==> src/design/sbme_pkg.sv <==
// Shared types, codes and constants of the STUN binding message engine.
package sbme_pkg;

  // Default sizes
  localparam int TABLE_ENTRIES_DEF = 8;
  localparam int USER_MAX_DEF      = 16;
  localparam int PACKET_MAX_DEF    = 1024;

  localparam int HEADER_BYTES = 20;
  localparam logic [15:0] AGE_LIMIT_RESET = 16'd300;

  // Input item functions
  localparam logic [1:0] FUNC_BYTE   = 2'd0;
  localparam logic [1:0] FUNC_INSERT = 2'd1;
  localparam logic [1:0] FUNC_LOOKUP = 2'd2;
  localparam logic [1:0] FUNC_REMOVE = 2'd3;

  // Result kinds
  localparam logic [2:0] KIND_BYTE    = 3'd0;
  localparam logic [2:0] KIND_VERDICT = 3'd1;
  localparam logic [2:0] KIND_LOOKUP  = 3'd2;
  localparam logic [2:0] KIND_INSERT  = 3'd3;
  localparam logic [2:0] KIND_REMOVE  = 3'd4;

  // Packet verdicts
  localparam logic [1:0] VERDICT_IGNORED  = 2'd0;
  localparam logic [1:0] VERDICT_ACCEPTED = 2'd1;
  localparam logic [1:0] VERDICT_RUNT     = 2'd2;

  // Message and attribute types
  localparam logic [15:0] MSG_BIND_REQ  = 16'h0001;
  localparam logic [15:0] MSG_BIND_RESP = 16'h0101;
  localparam logic [15:0] ATTR_MAPPED   = 16'h0001;
  localparam logic [15:0] ATTR_USER     = 16'h0006;
  localparam logic [7:0]  FAMILY_IPV4   = 8'h01;
  localparam logic [7:0]  MAPPED_LEN    = 8'h08;

  typedef enum logic [2:0] {
    PH_HEADER,
    PH_AHDR,
    PH_VALUE,
    PH_DONE,
    PH_ERROR
  } phase_e;

  typedef enum logic [2:0] {
    CMD_INSERT,
    CMD_LOOKUP,
    CMD_REMOVE,
    CMD_VERDICT,
    CMD_BIND_REQ,
    CMD_BIND_RESP
  } cmd_op_e;

  // One classified job handed from front to back
  typedef struct packed {
    cmd_op_e     op;
    logic [1:0]  verdict;
    logic [63:0] id_hi;
    logic [63:0] id_lo;
    logic [31:0] now;
    logic [31:0] ip;
    logic [15:0] port;
    logic [47:0] mapped;
    logic        user_present;
    logic [4:0]  user_len;
  } cmd_t;

endpackage

==> src/design/sbme_front.sv <==
// Front end: accepts items, parses packets byte by byte and classifies jobs.
module sbme_front #(
  parameter int USER_MAX   = sbme_pkg::USER_MAX_DEF,
  parameter int PACKET_MAX = sbme_pkg::PACKET_MAX_DEF
) (
  input  logic                  clk_i,
  input  logic                  rst_ni,
  input  logic                  in_valid_i,
  output logic                  in_stall_o,
  input  logic [1:0]            func_i,
  input  logic [7:0]            rx_byte_i,
  input  logic                  rx_last_i,
  input  logic [31:0]           src_ip_i,
  input  logic [15:0]           src_port_i,
  input  logic [63:0]           trans_id_high_i,
  input  logic [63:0]           trans_id_low_i,
  input  logic [31:0]           now_seconds_i,
  input  logic                  q_full_i,
  output logic                  push_o,
  output sbme_pkg::cmd_t        cmd_o,
  output logic [USER_MAX*8-1:0] user_o
);
  import sbme_pkg::*;

  localparam int OW  = $clog2(PACKET_MAX + 1);
  localparam int UIW = $clog2(USER_MAX);

  phase_e          phase_q, phase_d;
  logic [OW-1:0]   off_q, off_d;
  logic [7:0]      hdr_q [HEADER_BYTES];
  logic [7:0]      hdr_d [HEADER_BYTES];
  logic [15:0]     rem_q, rem_d;
  logic [15:0]     atype_q, atype_d;
  logic [15:0]     alen_q, alen_d;
  logic [15:0]     apos_q, apos_d;
  logic [7:0]      user_q [USER_MAX];
  logic [7:0]      user_d [USER_MAX];
  logic [4:0]      ulen_q, ulen_d;
  logic            upres_q, upres_d;
  logic            uend_q, uend_d;
  logic [47:0]     seen_q, seen_d;
  logic [31:0]     ip_q, ip_d;
  logic [15:0]     port_q, port_d;
  logic            accept;

  assign in_stall_o = q_full_i;
  assign accept     = in_valid_i && !q_full_i;

  // Parse step and job classification
  always_comb begin
    phase_d = phase_q;
    off_d   = off_q;
    hdr_d   = hdr_q;
    rem_d   = rem_q;
    atype_d = atype_q;
    alen_d  = alen_q;
    apos_d  = apos_q;
    user_d  = user_q;
    ulen_d  = ulen_q;
    upres_d = upres_q;
    uend_d  = uend_q;
    seen_d  = seen_q;
    ip_d    = ip_q;
    port_d  = port_q;
    push_o  = 1'b0;
    cmd_o   = '0;
    cmd_o.op = CMD_VERDICT;
    if (accept && func_i == FUNC_BYTE) begin
      // first byte of a packet starts clean
      if (off_q == '0) begin
        ip_d    = src_ip_i;
        port_d  = src_port_i;
        upres_d = 1'b0;
        uend_d  = 1'b0;
        ulen_d  = 5'd0;
        seen_d  = '0;
        rem_d   = 16'd0;
        apos_d  = 16'd0;
        phase_d = PH_HEADER;
      end
      if (off_q < OW'(PACKET_MAX)) begin
        case (phase_d)
          PH_HEADER: begin
            if (off_q < OW'(HEADER_BYTES)) hdr_d[off_q[4:0]] = rx_byte_i;
            if (off_q == OW'(HEADER_BYTES - 1)) begin
              rem_d   = {hdr_d[2], hdr_d[3]};
              apos_d  = 16'd0;
              phase_d = (rem_d == 16'd0) ? PH_DONE : PH_AHDR;
            end
          end
          PH_AHDR: begin
            if (apos_d == 16'd0 && rem_d < 16'd4) begin
              phase_d = PH_ERROR;
            end else begin
              case (apos_d[1:0])
                2'd0:    atype_d[15:8] = rx_byte_i;
                2'd1:    atype_d[7:0]  = rx_byte_i;
                2'd2:    alen_d[15:8]  = rx_byte_i;
                default: alen_d[7:0]   = rx_byte_i;
              endcase
              apos_d = apos_d + 16'd1;
              rem_d  = rem_d - 16'd1;
              if (apos_d == 16'd4) begin
                if (alen_d > rem_d) begin
                  phase_d = PH_ERROR;
                end else begin
                  if (atype_d == ATTR_USER) begin
                    upres_d = 1'b1;
                    ulen_d  = 5'd0;
                    uend_d  = 1'b0;
                  end else if (atype_d == ATTR_MAPPED) begin
                    seen_d = '0;
                  end
                  apos_d = 16'd0;
                  if (alen_d == 16'd0) begin
                    phase_d = (rem_d == 16'd0) ? PH_DONE : PH_AHDR;
                  end else begin
                    phase_d = PH_VALUE;
                  end
                end
              end
            end
          end
          PH_VALUE: begin
            if (atype_d == ATTR_USER && !uend_d) begin
              // username stops at the first zero byte
              if (rx_byte_i == 8'd0) begin
                uend_d = 1'b1;
              end else if (ulen_d < 5'(USER_MAX)) begin
                user_d[ulen_d[UIW-1:0]] = rx_byte_i;
                ulen_d = ulen_d + 5'd1;
              end
            end else if (atype_d == ATTR_MAPPED && apos_d >= 16'd2 && apos_d < 16'd8) begin
              seen_d[8 * (3'd7 - apos_d[2:0]) +: 8] = rx_byte_i;
            end
            apos_d = apos_d + 16'd1;
            rem_d  = rem_d - 16'd1;
            if (apos_d >= alen_d) begin
              apos_d  = 16'd0;
              phase_d = (rem_d == 16'd0) ? PH_DONE : PH_AHDR;
            end
          end
          default: ;
        endcase
        off_d = off_q + OW'(1);
      end
      // final byte: classify the packet
      if (rx_last_i) begin
        push_o = 1'b1;
        for (int i = 0; i < 8; i++) begin
          cmd_o.id_hi[63 - 8 * i -: 8] = hdr_d[4 + i];
          cmd_o.id_lo[63 - 8 * i -: 8] = hdr_d[12 + i];
        end
        cmd_o.ip           = ip_d;
        cmd_o.port         = port_d;
        cmd_o.mapped       = seen_d;
        cmd_o.user_present = upres_d;
        cmd_o.user_len     = ulen_d;
        if (off_d < OW'(HEADER_BYTES)) begin
          cmd_o.verdict = VERDICT_RUNT;
        end else if (phase_d == PH_ERROR || phase_d == PH_VALUE ||
                     (phase_d == PH_AHDR && apos_d != 16'd0)) begin
          cmd_o.verdict = VERDICT_IGNORED;
        end else if ({hdr_d[0], hdr_d[1]} == MSG_BIND_REQ) begin
          cmd_o.op = CMD_BIND_REQ;
        end else if ({hdr_d[0], hdr_d[1]} == MSG_BIND_RESP) begin
          cmd_o.op = CMD_BIND_RESP;
        end else begin
          cmd_o.verdict = VERDICT_IGNORED;
        end
        phase_d = PH_HEADER;
        off_d   = '0;
        rem_d   = 16'd0;
        apos_d  = 16'd0;
      end
    end else if (accept) begin
      // table items go straight to the back end
      push_o      = 1'b1;
      cmd_o.id_hi = trans_id_high_i;
      cmd_o.id_lo = trans_id_low_i;
      cmd_o.now   = now_seconds_i;
      case (func_i)
        FUNC_INSERT: cmd_o.op = CMD_INSERT;
        FUNC_LOOKUP: cmd_o.op = CMD_LOOKUP;
        default:     cmd_o.op = CMD_REMOVE;
      endcase
    end
  end

  // Username bytes travel beside the job
  always_comb begin
    for (int i = 0; i < USER_MAX; i++) begin
      user_o[8 * i +: 8] = user_d[i];
    end
  end

  // Control state
  always_ff @(posedge clk_i or negedge rst_ni) begin
    if (!rst_ni) begin
      phase_q <= PH_HEADER;
      off_q   <= '0;
      rem_q   <= 16'd0;
      apos_q  <= 16'd0;
      ulen_q  <= 5'd0;
      upres_q <= 1'b0;
      uend_q  <= 1'b0;
      seen_q  <= '0;
    end else begin
      phase_q <= phase_d;
      off_q   <= off_d;
      rem_q   <= rem_d;
      apos_q  <= apos_d;
      ulen_q  <= ulen_d;
      upres_q <= upres_d;
      uend_q  <= uend_d;
      seen_q  <= seen_d;
    end
  end

  // Payload state
  always_ff @(posedge clk_i) begin
    hdr_q   <= hdr_d;
    user_q  <= user_d;
    atype_q <= atype_d;
    alen_q  <= alen_d;
    ip_q    <= ip_d;
    port_q  <= port_d;
  end

endmodule

==> src/design/sbme_queue.sv <==
// Two-entry job queue between front and back end.
module sbme_queue #(
  parameter int WIDTH = 8
) (
  input  logic             clk_i,
  input  logic             rst_ni,
  input  logic             push_i,
  input  logic [WIDTH-1:0] data_i,
  input  logic             pop_i,
  output logic [WIDTH-1:0] data_o,
  output logic             full_o,
  output logic             empty_o
);

  logic [WIDTH-1:0] mem_q [2];
  logic             wr_q, rd_q;
  logic [1:0]       cnt_q;

  assign data_o  = mem_q[rd_q];
  assign full_o  = (cnt_q == 2'd2);
  assign empty_o = (cnt_q == 2'd0);

  // Pointers and fill count
  always_ff @(posedge clk_i or negedge rst_ni) begin
    if (!rst_ni) begin
      wr_q  <= 1'b0;
      rd_q  <= 1'b0;
      cnt_q <= 2'd0;
    end else begin
      if (push_i) wr_q <= ~wr_q;
      if (pop_i)  rd_q <= ~rd_q;
      case ({push_i, pop_i})
        2'b10:   cnt_q <= cnt_q + 2'd1;
        2'b01:   cnt_q <= cnt_q - 2'd1;
        default: cnt_q <= cnt_q;
      endcase
    end
  end

  // Storage
  always_ff @(posedge clk_i) begin
    if (push_i) mem_q[wr_q] <= data_i;
  end

endmodule

==> src/design/sbme_back.sv <==
// Back end: pending table, binding response emitter and result register.
module sbme_back #(
  parameter int TABLE_ENTRIES = sbme_pkg::TABLE_ENTRIES_DEF,
  parameter int USER_MAX      = sbme_pkg::USER_MAX_DEF
) (
  input  logic                  clk_i,
  input  logic                  rst_ni,
  input  logic                  cfg_we_i,
  input  logic [15:0]           cfg_wdata_i,
  input  sbme_pkg::cmd_t        cmd_i,
  input  logic [USER_MAX*8-1:0] user_i,
  input  logic                  empty_i,
  output logic                  pop_o,
  output logic                  out_valid_o,
  input  logic                  out_stall_i,
  output logic [2:0]            out_kind_o,
  output logic [7:0]            tx_byte_o,
  output logic                  last_of_run_o,
  output logic [1:0]            verdict_o,
  output logic                  found_o,
  output logic [31:0]           mapped_ip_o,
  output logic [15:0]           mapped_port_o
);
  import sbme_pkg::*;

  localparam int UIW = $clog2(USER_MAX);

  logic [15:0] age_q;
  logic [5:0]  idx_q, idx_d;
  logic        ev_q [TABLE_ENTRIES];
  logic        ev_d [TABLE_ENTRIES];
  logic        ea_q [TABLE_ENTRIES];
  logic        ea_d [TABLE_ENTRIES];
  logic [63:0] idh_q [TABLE_ENTRIES];
  logic [63:0] idh_d [TABLE_ENTRIES];
  logic [63:0] idl_q [TABLE_ENTRIES];
  logic [63:0] idl_d [TABLE_ENTRIES];
  logic [47:0] emap_q [TABLE_ENTRIES];
  logic [47:0] emap_d [TABLE_ENTRIES];
  logic [31:0] etime_q [TABLE_ENTRIES];
  logic [31:0] etime_d [TABLE_ENTRIES];

  logic        ov_q, ov_d;
  logic [2:0]  kind_q, kind_d;
  logic [7:0]  byte_q, byte_d;
  logic        last_q, last_d;
  logic [1:0]  verd_q, verd_d;
  logic        found_q, found_d;
  logic [47:0] map_q, map_d;

  logic        go;
  logic [15:0] mlen;
  logic [5:0]  r2, ui, m, ulen6;
  logic        done;

  assign out_valid_o   = ov_q;
  assign out_kind_o    = kind_q;
  assign tx_byte_o     = byte_q;
  assign last_of_run_o = last_q;
  assign verdict_o     = verd_q;
  assign found_o       = found_q;
  assign mapped_ip_o   = map_q[31:0];
  assign mapped_port_o = map_q[47:32];

  assign go    = (!ov_q || !out_stall_i) && !empty_i;
  assign ulen6 = {1'b0, cmd_i.user_len};
  assign mlen  = cmd_i.user_present ? 16'd16 + {11'd0, cmd_i.user_len} : 16'd12;
  assign r2    = idx_q - 6'd20;
  assign ui    = r2 - 6'd4;
  assign m     = cmd_i.user_present ? (r2 - 6'd4 - ulen6) : r2;

  // Result sequencing and table update
  always_comb begin
    logic hit;
    hit     = 1'b0;
    ev_d    = ev_q;
    ea_d    = ea_q;
    idh_d   = idh_q;
    idl_d   = idl_q;
    emap_d  = emap_q;
    etime_d = etime_q;
    idx_d   = idx_q;
    ov_d    = ov_q;
    kind_d  = kind_q;
    byte_d  = byte_q;
    last_d  = last_q;
    verd_d  = verd_q;
    found_d = found_q;
    map_d   = map_q;
    pop_o   = 1'b0;
    done    = 1'b1;
    if (!ov_q || !out_stall_i) ov_d = 1'b0;
    if (go) begin
      ov_d    = 1'b1;
      kind_d  = KIND_VERDICT;
      byte_d  = 8'd0;
      verd_d  = VERDICT_IGNORED;
      found_d = 1'b0;
      map_d   = '0;
      case (cmd_i.op)
        CMD_BIND_REQ: begin
          done   = 1'b0;
          kind_d = KIND_BYTE;
          if (idx_q < 6'd4) begin
            case (idx_q[1:0])
              2'd0:    byte_d = 8'h01;
              2'd1:    byte_d = 8'h01;
              2'd2:    byte_d = mlen[15:8];
              default: byte_d = mlen[7:0];
            endcase
          end else if (idx_q < 6'd12) begin
            byte_d = cmd_i.id_hi[63 - 8 * (idx_q - 6'd4) -: 8];
          end else if (idx_q < 6'd20) begin
            byte_d = cmd_i.id_lo[63 - 8 * (idx_q - 6'd12) -: 8];
          end else if (cmd_i.user_present && r2 < 6'd4) begin
            case (r2[1:0])
              2'd0:    byte_d = 8'h00;
              2'd1:    byte_d = ATTR_USER[7:0];
              2'd2:    byte_d = 8'h00;
              default: byte_d = {3'd0, cmd_i.user_len};
            endcase
          end else if (cmd_i.user_present && ui < ulen6) begin
            byte_d = user_i[8 * ui[UIW-1:0] +: 8];
          end else if (m < 6'd12) begin
            case (m[3:0])
              4'd0:    byte_d = 8'h00;
              4'd1:    byte_d = ATTR_MAPPED[7:0];
              4'd2:    byte_d = 8'h00;
              4'd3:    byte_d = MAPPED_LEN;
              4'd4:    byte_d = 8'h00;
              4'd5:    byte_d = FAMILY_IPV4;
              4'd6:    byte_d = cmd_i.port[15:8];
              4'd7:    byte_d = cmd_i.port[7:0];
              4'd8:    byte_d = cmd_i.ip[31:24];
              4'd9:    byte_d = cmd_i.ip[23:16];
              4'd10:   byte_d = cmd_i.ip[15:8];
              default: byte_d = cmd_i.ip[7:0];
            endcase
          end else begin
            kind_d = KIND_VERDICT;
            verd_d = VERDICT_ACCEPTED;
            done   = 1'b1;
          end
        end
        CMD_BIND_RESP: begin
          verd_d = VERDICT_ACCEPTED;
          for (int i = 0; i < TABLE_ENTRIES; i++) begin
            if (ev_q[i] && !ea_q[i] && idh_q[i] == cmd_i.id_hi && idl_q[i] == cmd_i.id_lo) begin
              ea_d[i]   = 1'b1;
              emap_d[i] = cmd_i.mapped;
            end
          end
        end
        CMD_INSERT: begin
          kind_d = KIND_INSERT;
          for (int i = 0; i < TABLE_ENTRIES; i++) begin
            if (!ev_q[i] && !hit) begin
              hit        = 1'b1;
              ev_d[i]    = 1'b1;
              ea_d[i]    = 1'b0;
              idh_d[i]   = cmd_i.id_hi;
              idl_d[i]   = cmd_i.id_lo;
              emap_d[i]  = '0;
              etime_d[i] = cmd_i.now;
            end
          end
          found_d = hit;
        end
        CMD_LOOKUP: begin
          kind_d = KIND_LOOKUP;
          for (int i = 0; i < TABLE_ENTRIES; i++) begin
            if (ev_q[i] && ea_q[i] && idh_q[i] == cmd_i.id_hi && idl_q[i] == cmd_i.id_lo
                && !hit) begin
              hit   = 1'b1;
              map_d = emap_q[i];
            end
          end
          found_d = hit;
        end
        CMD_REMOVE: begin
          kind_d = KIND_REMOVE;
          for (int i = 0; i < TABLE_ENTRIES; i++) begin
            if (ev_q[i] && ea_q[i] && idh_q[i] == cmd_i.id_hi && idl_q[i] == cmd_i.id_lo) begin
              ev_d[i] = 1'b0;
              ea_d[i] = 1'b0;
              hit     = 1'b1;
            end else if (ev_q[i] &&
                         ({1'b0, etime_q[i]} + {17'd0, age_q}) < {1'b0, cmd_i.now}) begin
              // aged out
              ev_d[i] = 1'b0;
              ea_d[i] = 1'b0;
            end
          end
          found_d = hit;
        end
        default: verd_d = cmd_i.verdict;
      endcase
      last_d = done;
      if (done) begin
        pop_o = 1'b1;
        idx_d = 6'd0;
      end else begin
        idx_d = idx_q + 6'd1;
      end
    end
  end

  // Control state
  always_ff @(posedge clk_i or negedge rst_ni) begin
    if (!rst_ni) begin
      age_q <= AGE_LIMIT_RESET;
      idx_q <= 6'd0;
      ov_q  <= 1'b0;
      for (int i = 0; i < TABLE_ENTRIES; i++) begin
        ev_q[i] <= 1'b0;
        ea_q[i] <= 1'b0;
      end
    end else begin
      if (cfg_we_i) age_q <= cfg_wdata_i;
      idx_q <= idx_d;
      ov_q  <= ov_d;
      ev_q  <= ev_d;
      ea_q  <= ea_d;
    end
  end

  // Payload state
  always_ff @(posedge clk_i) begin
    idh_q   <= idh_d;
    idl_q   <= idl_d;
    emap_q  <= emap_d;
    etime_q <= etime_d;
    kind_q  <= kind_d;
    byte_q  <= byte_d;
    last_q  <= last_d;
    verd_q  <= verd_d;
    found_q <= found_d;
    map_q   <= map_d;
  end

endmodule

==> src/design/stun_binding_message_engine.sv <==
// Input: a packet byte is taken every cycle unless the input is stalled; results of a
// final byte or table item pass the job queue and then the output register.
// Throughput: a binding request gives 33 to 53 result beats, one per cycle from the back
// end unless stalled; other jobs give one beat. A full two-entry job queue stalls input.
// Reset: asynchronous, clears parse state, queue, output valid and all table entries.
module stun_binding_message_engine #(
  parameter int TABLE_ENTRIES = sbme_pkg::TABLE_ENTRIES_DEF,
  parameter int USER_MAX      = sbme_pkg::USER_MAX_DEF,
  parameter int PACKET_MAX    = sbme_pkg::PACKET_MAX_DEF
) (
  input  logic        clk_i,
  input  logic        rst_ni,
  input  logic        cfg_we_i,
  input  logic [15:0] cfg_wdata_i,
  input  logic        in_valid_i,
  output logic        in_stall_o,
  input  logic [1:0]  func_i,
  input  logic [7:0]  rx_byte_i,
  input  logic        rx_last_i,
  input  logic [31:0] src_ip_i,
  input  logic [15:0] src_port_i,
  input  logic [63:0] trans_id_high_i,
  input  logic [63:0] trans_id_low_i,
  input  logic [31:0] now_seconds_i,
  output logic        out_valid_o,
  input  logic        out_stall_i,
  output logic [2:0]  out_kind_o,
  output logic [7:0]  tx_byte_o,
  output logic        last_of_run_o,
  output logic [1:0]  verdict_o,
  output logic        found_o,
  output logic [31:0] mapped_ip_o,
  output logic [15:0] mapped_port_o
);
  import sbme_pkg::*;

  localparam int QW = $bits(cmd_t) + USER_MAX * 8;

  logic                  push, pop, full, empty;
  cmd_t                  f_cmd, b_cmd;
  logic [USER_MAX*8-1:0] f_user, b_user;

  sbme_front #(
    .USER_MAX   (USER_MAX),
    .PACKET_MAX (PACKET_MAX)
  ) u_front (
    .clk_i           (clk_i),
    .rst_ni          (rst_ni),
    .in_valid_i      (in_valid_i),
    .in_stall_o      (in_stall_o),
    .func_i          (func_i),
    .rx_byte_i       (rx_byte_i),
    .rx_last_i       (rx_last_i),
    .src_ip_i        (src_ip_i),
    .src_port_i      (src_port_i),
    .trans_id_high_i (trans_id_high_i),
    .trans_id_low_i  (trans_id_low_i),
    .now_seconds_i   (now_seconds_i),
    .q_full_i        (full),
    .push_o          (push),
    .cmd_o           (f_cmd),
    .user_o          (f_user)
  );

  sbme_queue #(
    .WIDTH (QW)
  ) u_queue (
    .clk_i   (clk_i),
    .rst_ni  (rst_ni),
    .push_i  (push),
    .data_i  ({f_user, f_cmd}),
    .pop_i   (pop),
    .data_o  ({b_user, b_cmd}),
    .full_o  (full),
    .empty_o (empty)
  );

  sbme_back #(
    .TABLE_ENTRIES (TABLE_ENTRIES),
    .USER_MAX      (USER_MAX)
  ) u_back (
    .clk_i         (clk_i),
    .rst_ni        (rst_ni),
    .cfg_we_i      (cfg_we_i),
    .cfg_wdata_i   (cfg_wdata_i),
    .cmd_i         (b_cmd),
    .user_i        (b_user),
    .empty_i       (empty),
    .pop_o         (pop),
    .out_valid_o   (out_valid_o),
    .out_stall_i   (out_stall_i),
    .out_kind_o    (out_kind_o),
    .tx_byte_o     (tx_byte_o),
    .last_of_run_o (last_of_run_o),
    .verdict_o     (verdict_o),
    .found_o       (found_o),
    .mapped_ip_o   (mapped_ip_o),
    .mapped_port_o (mapped_port_o)
  );

`ifndef SYNTHESIS
  // response bytes never close a run
  a_byte_not_last: assert property (@(posedge clk_i) disable iff (!rst_ni)
    out_valid_o && out_kind_o == KIND_BYTE |-> !last_of_run_o)
    else $error("response byte marked last");

  // a verdict beat always closes its run
  a_verdict_last: assert property (@(posedge clk_i) disable iff (!rst_ni)
    out_valid_o && out_kind_o == KIND_VERDICT |-> last_of_run_o)
    else $error("verdict not last");

  // found only on table answers
  a_found_kind: assert property (@(posedge clk_i) disable iff (!rst_ni)
    out_valid_o && found_o |-> out_kind_o == KIND_LOOKUP || out_kind_o == KIND_INSERT ||
    out_kind_o == KIND_REMOVE)
    else $error("found on wrong kind");

  // no pop from an empty queue
  a_pop_empty: assert property (@(posedge clk_i) disable iff (!rst_ni)
    pop |-> !empty)
    else $error("pop on empty queue");
`endif

endmodule

==> config.mk <==
export PLATFORM = sky130hd
export DESIGN_NAME = stun_binding_message_engine
export DESIGN_NICKNAME = d
export VERILOG_FILES = /design/src/design/sbme_pkg.sv /design/src/design/sbme_front.sv /design/src/design/sbme_queue.sv /design/src/design/sbme_back.sv /design/src/design/stun_binding_message_engine.sv
export SDC_FILE = /design/constraint.sdc
export NUM_CORES = 2
export LEC_CHECK = 0
export BUFFER_PORTS_ARGS = -buffer_cell sky130_fd_sc_hd__clkbuf_2
export CAP_MARGIN = 0
export CELL_PAD_IN_SITES_DETAIL_PLACEMENT = 0
export CELL_PAD_IN_SITES_GLOBAL_PLACEMENT = 1
export CORE_MARGIN = 4
export CORE_UTILIZATION = 55
export CTS_BUF_LIST = sky130_fd_sc_hd__clkbuf_4 sky130_fd_sc_hd__clkbuf_8 sky130_fd_sc_hd__clkbuf_16
export DETAILED_ROUTE_END_ITERATION = 10
export GPL_TIMING_DRIVEN = 0
export PLACE_DENSITY = 0.89
export SLEW_MARGIN = 0
export SYNTH_ARGS = -nofsm -noshare
export SYNTH_HDL_FRONTEND = slang
export SYNTH_SLANG_ARGS = --single-unit
==> constraint.sdc <==
create_clock -name clk_i -period 38.9 [get_ports clk_i]
set_clock_uncertainty 0.2 [all_clocks]
set_input_delay 1.945 -clock clk_i [delete_from_list [all_inputs] [get_ports clk_i]]
set_output_delay 1.945 -clock clk_i [all_outputs]
set_load 0.1 [all_outputs]
==> impl_metrics.tcl <==
set metrics [dict create \
    crit_path_start "u_front.off_q[7]" \
    nNetsFinal 11200 \
    syn_avg_cell_area_um2 14.3 \
    max-clock-path-buffers 4 \
    dp.cells 13500 \
    setup_ws_ns 27.89 \
    worst_pin_slew_ns 1.58 \
    die_width_um 509 \
    tritoncts "built" \
    regToRegEndpoint "u_queue.mem_q[0][264]" \
    synth_cell_types 100 \
    cp_common_cell "clkbuf_1" \
    drt.antenna.violating_nets 0 \
    cts_buffers 329 \
    pwr-share-seq_pct 38.4 \
    switching_share_pct 37.3 \
    min_from "u_front.seen_q[16]" \
    clkTransAtPathRegs_ns 0.06 \
    grt_start_max_net_pins 84 \
    synth_fp_nets 10400 \
    die-area_um2 259000 \
    synth_area_um2 138000 \
    r2r_cells 29 \
    fin_util_pct 63.2 \
    synthCells 9686 \
    crit_path_end_kind "register" \
    setup-tns-final_ns 0 \
    totalWireLength_um 478000 \
    violations "max-capacitance violations, max-slew violations" \
    post_drt_wl_per_cell_um 33.8 \
    drc 0 \
    p_sw_mw 4.18 \
    slew_viol_final 24 \
    cp.required_ns 39.31 \
    ff2ff_setup_slack_ns 27.89 \
    power.density_nw_per_um2 71.2 \
    hold_viol 0 \
    power.internal_mw 7.03 \
    io_pins 305 \
    dpl.hpwl_um 343000 \
    grt_pass1_vias 89000 \
    gp_congestion 1.03 \
    insertion_delay_ns 0.98 \
    max-slew-margin-rel_pct -6.41 \
    synthToLayoutAreaGrowth_pct 13.9 \
    reg2reg_from "u_front.off_q[7]" \
    start_util_pct 55.4 \
    final_cells 14100 \
    nFillCells 18200 \
    htreeDepth 5 \
    cp-start-kind "register" \
    overflow 0 \
    grtUsageTotal_pct 36.2 \
    ys_seq_area_share_pct 64.4 \
    rows 183 \
    hold_depth 2 \
    root_buffer "clkbuf_16" \
    port_buffers 302 \
    grt_pass1_wl_um 659000 \
    hold_buffers 0 \
    clock_sinks 3027 \
    vias_per_cell 6.58 \
    leakage_nw 55.5 \
    layout_common_cells "2755 x edfxtp_1, 911 x xnor2_1, 712 x nand2_1" \
    cp.arrival_ns 11.41 \
    worstSetupPathType "reg -> reg" \
    status "finished with violations" \
    power_frac_clock_pct 28.1 \
    hold_class "reg -> reg" \
    p_total_mw 11.2 \
    pre_cts_ws_ns 28.21 \
    firstDrtPassIters 10 \
    ys.flop_type "edfxtp_1" \
    cts_resized 0 \
    drt_iter0_markers 13900 \
    cpPeakStageDelay_ns 0.63 \
    final.period_utilization_pct 28.3 \
    fmax_ghz 0.0908 \
    hold_path_end "u_front.seen_q[16]" \
    antenna_found_initial 61 \
    ir_worst_vdd_uv 53.0 \
    yosysWarnings 0 \
    synth-seq-cells 3027 \
    cp_slowest_cell "or4b_1" \
    period_minus_slack_ns 11.01 \
    core_um2 249000 \
    synth_edf_count 2755 \
    setup_viol_count_final 0 \
    max_cap_viol_count 9 \
    post_cts_buffers 0 \
    path_max_fanout 10 \
    die_h_um 509 \
    mostFrequentLayoutCell "edfxtp_1" \
    route.vias.total 93000 \
    postSynth.asyncResetShare_pct 4.76 \
    power_frac_comb_pct 33.5 \
    drive_gt1_share_pct 16.5 \
    rsz0062_at_grt "false" \
]
flip-flops by register name, summed over array words and instances, names as in the netlist, 16 cells and up:
signal / flops
u_front.port_q: 16
u_front.hdr_q: 160
u_front.user_q: 128
u_front.alen_q: 16
u_queue.mem_q: 788
u_back.emap_q: 384
u_back.idl_q: 512
u_back.map_q: 48
u_back.age_q: 16
u_front.ip_q: 32
u_back.etime_q: 256
u_front.apos_q: 16
u_front.atype_q: 16
u_front.rem_q: 16
u_front.seen_q: 48
u_back.idh_q: 512
critical path: cells and delay by family, from the launching register on:
kind,cells,cell delay [ns]
fa+ha+maj,2,0.46
buf+inv,8,3.20
mux,1,0.10
compound gates,6,1.99
simple gates,12,4.30
flops,1,0.36
power by group through the flow:
stage                     Combinational (mW)  Sequential, mW  Clock [mW]
final                                   3.75            4.31        3.14
after global routing                    3.80            4.32        3.28
after CTS                               3.60            4.30        3.14
after detailed placement                3.58            4.37           0
after global placement                  3.45            4.59           0
after floorplan                         1.82            4.62           0
cell usage after synthesis, types with 108 or more instances:
master | instances | area (µm²)
a21oi_1 | 341 | 1710
inv_1 | 304 | 1140
nor4_1 | 244 | 1530
mux2i_1 | 286 | 2860
o21ai_0 | 247 | 1240
a21o_1 | 108 | 811
nand3_1 | 159 | 796
ha_1 | 442 | 5530
dfrtp_1 | 140 | 3500
edfxtp_1 | 2755 | 82700
mux2_2 | 310 | 3490
nand2_1 | 712 | 2670
xor2_1 | 227 | 1990
nand4_1 | 150 | 938
mux4_2 | 112 | 2520
xnor2_1 | 911 | 7980
o22ai_1 | 117 | 732
clkbuf_1 | 218 | 818
dfxtp_1 | 128 | 2560
a22o_1 | 181 | 1590
nor2_1 | 416 | 1560
per-layer routing:
metal,vias to the layer above,part of all wire (%),GRT usage (%)
met4,8,6.9,20.9
met1,46400,36,47.2
li1,38500,-,-
met3,1373,13,11.4
met5,-,0.036,0.352
met2,6738,44,53.8
worst max-delay path by stage:
| stage | slack (ns) | cells past startpoint | end |
|---|---|---|---|
| final | 27.89 | 29 | u_queue.mem_q[0][264] |
| after global routing | 27.73 | 28 | u_queue.mem_q[0][264] |
| after CTS | 28.16 | 29 | u_queue.mem_q[0][264] |
| after detailed placement | 28.21 | 29 | u_queue.mem_q[0][264] |
| after global placement | 8.85 | 4 | u_queue.mem_q[0][209] |
| after floorplan | 18.74 | 4 | u_queue.mem_q[0][0] |
through the flow:
step / cell area (µm²) / hold WS [ns]
2_1_floorplan: 138000 / 0.239
3_3_place_gp: 144000 / 0.262
3_5_place_dp: 146000 / 0.265
4_1_cts: 157000 / 0.280
5_1_grt: 157000 / 0.299
6_report: 157000 / 0.275
cell families (layout without fill, tap and decap cells):
kind of cell    count (synthesis)  after routing  share of synthesized area (%)
buf+inv                       705           1756                           2.23
other cells                     0             68                              0
fa+ha+maj                     451            451                           4.14
xor+xnor                     1138           1138                           7.22
simple gates                 2116           2116                           7.44
compound gates               1495           1495                           7.47
mux                           754            754                           7.13
flops                        3027           3027                           64.4
layout make-up:
class                   instances  area, µm²  share of cell area, %
diodes                         68        170                  0.108
plain buffers                 398       1930                   1.23
clock buffers                 414       9050                   5.75
clock inverters               165       1660                   1.06
inverters                     307       1150                  0.733
multi-input cells            5954      46400                   29.5
flip-flops and latches       3027      88900                   56.5
well taps                    3330       4170                   2.65
repair buffers                472       3930                   2.50
Note: power is estimated with default switching activity, not from simulation.
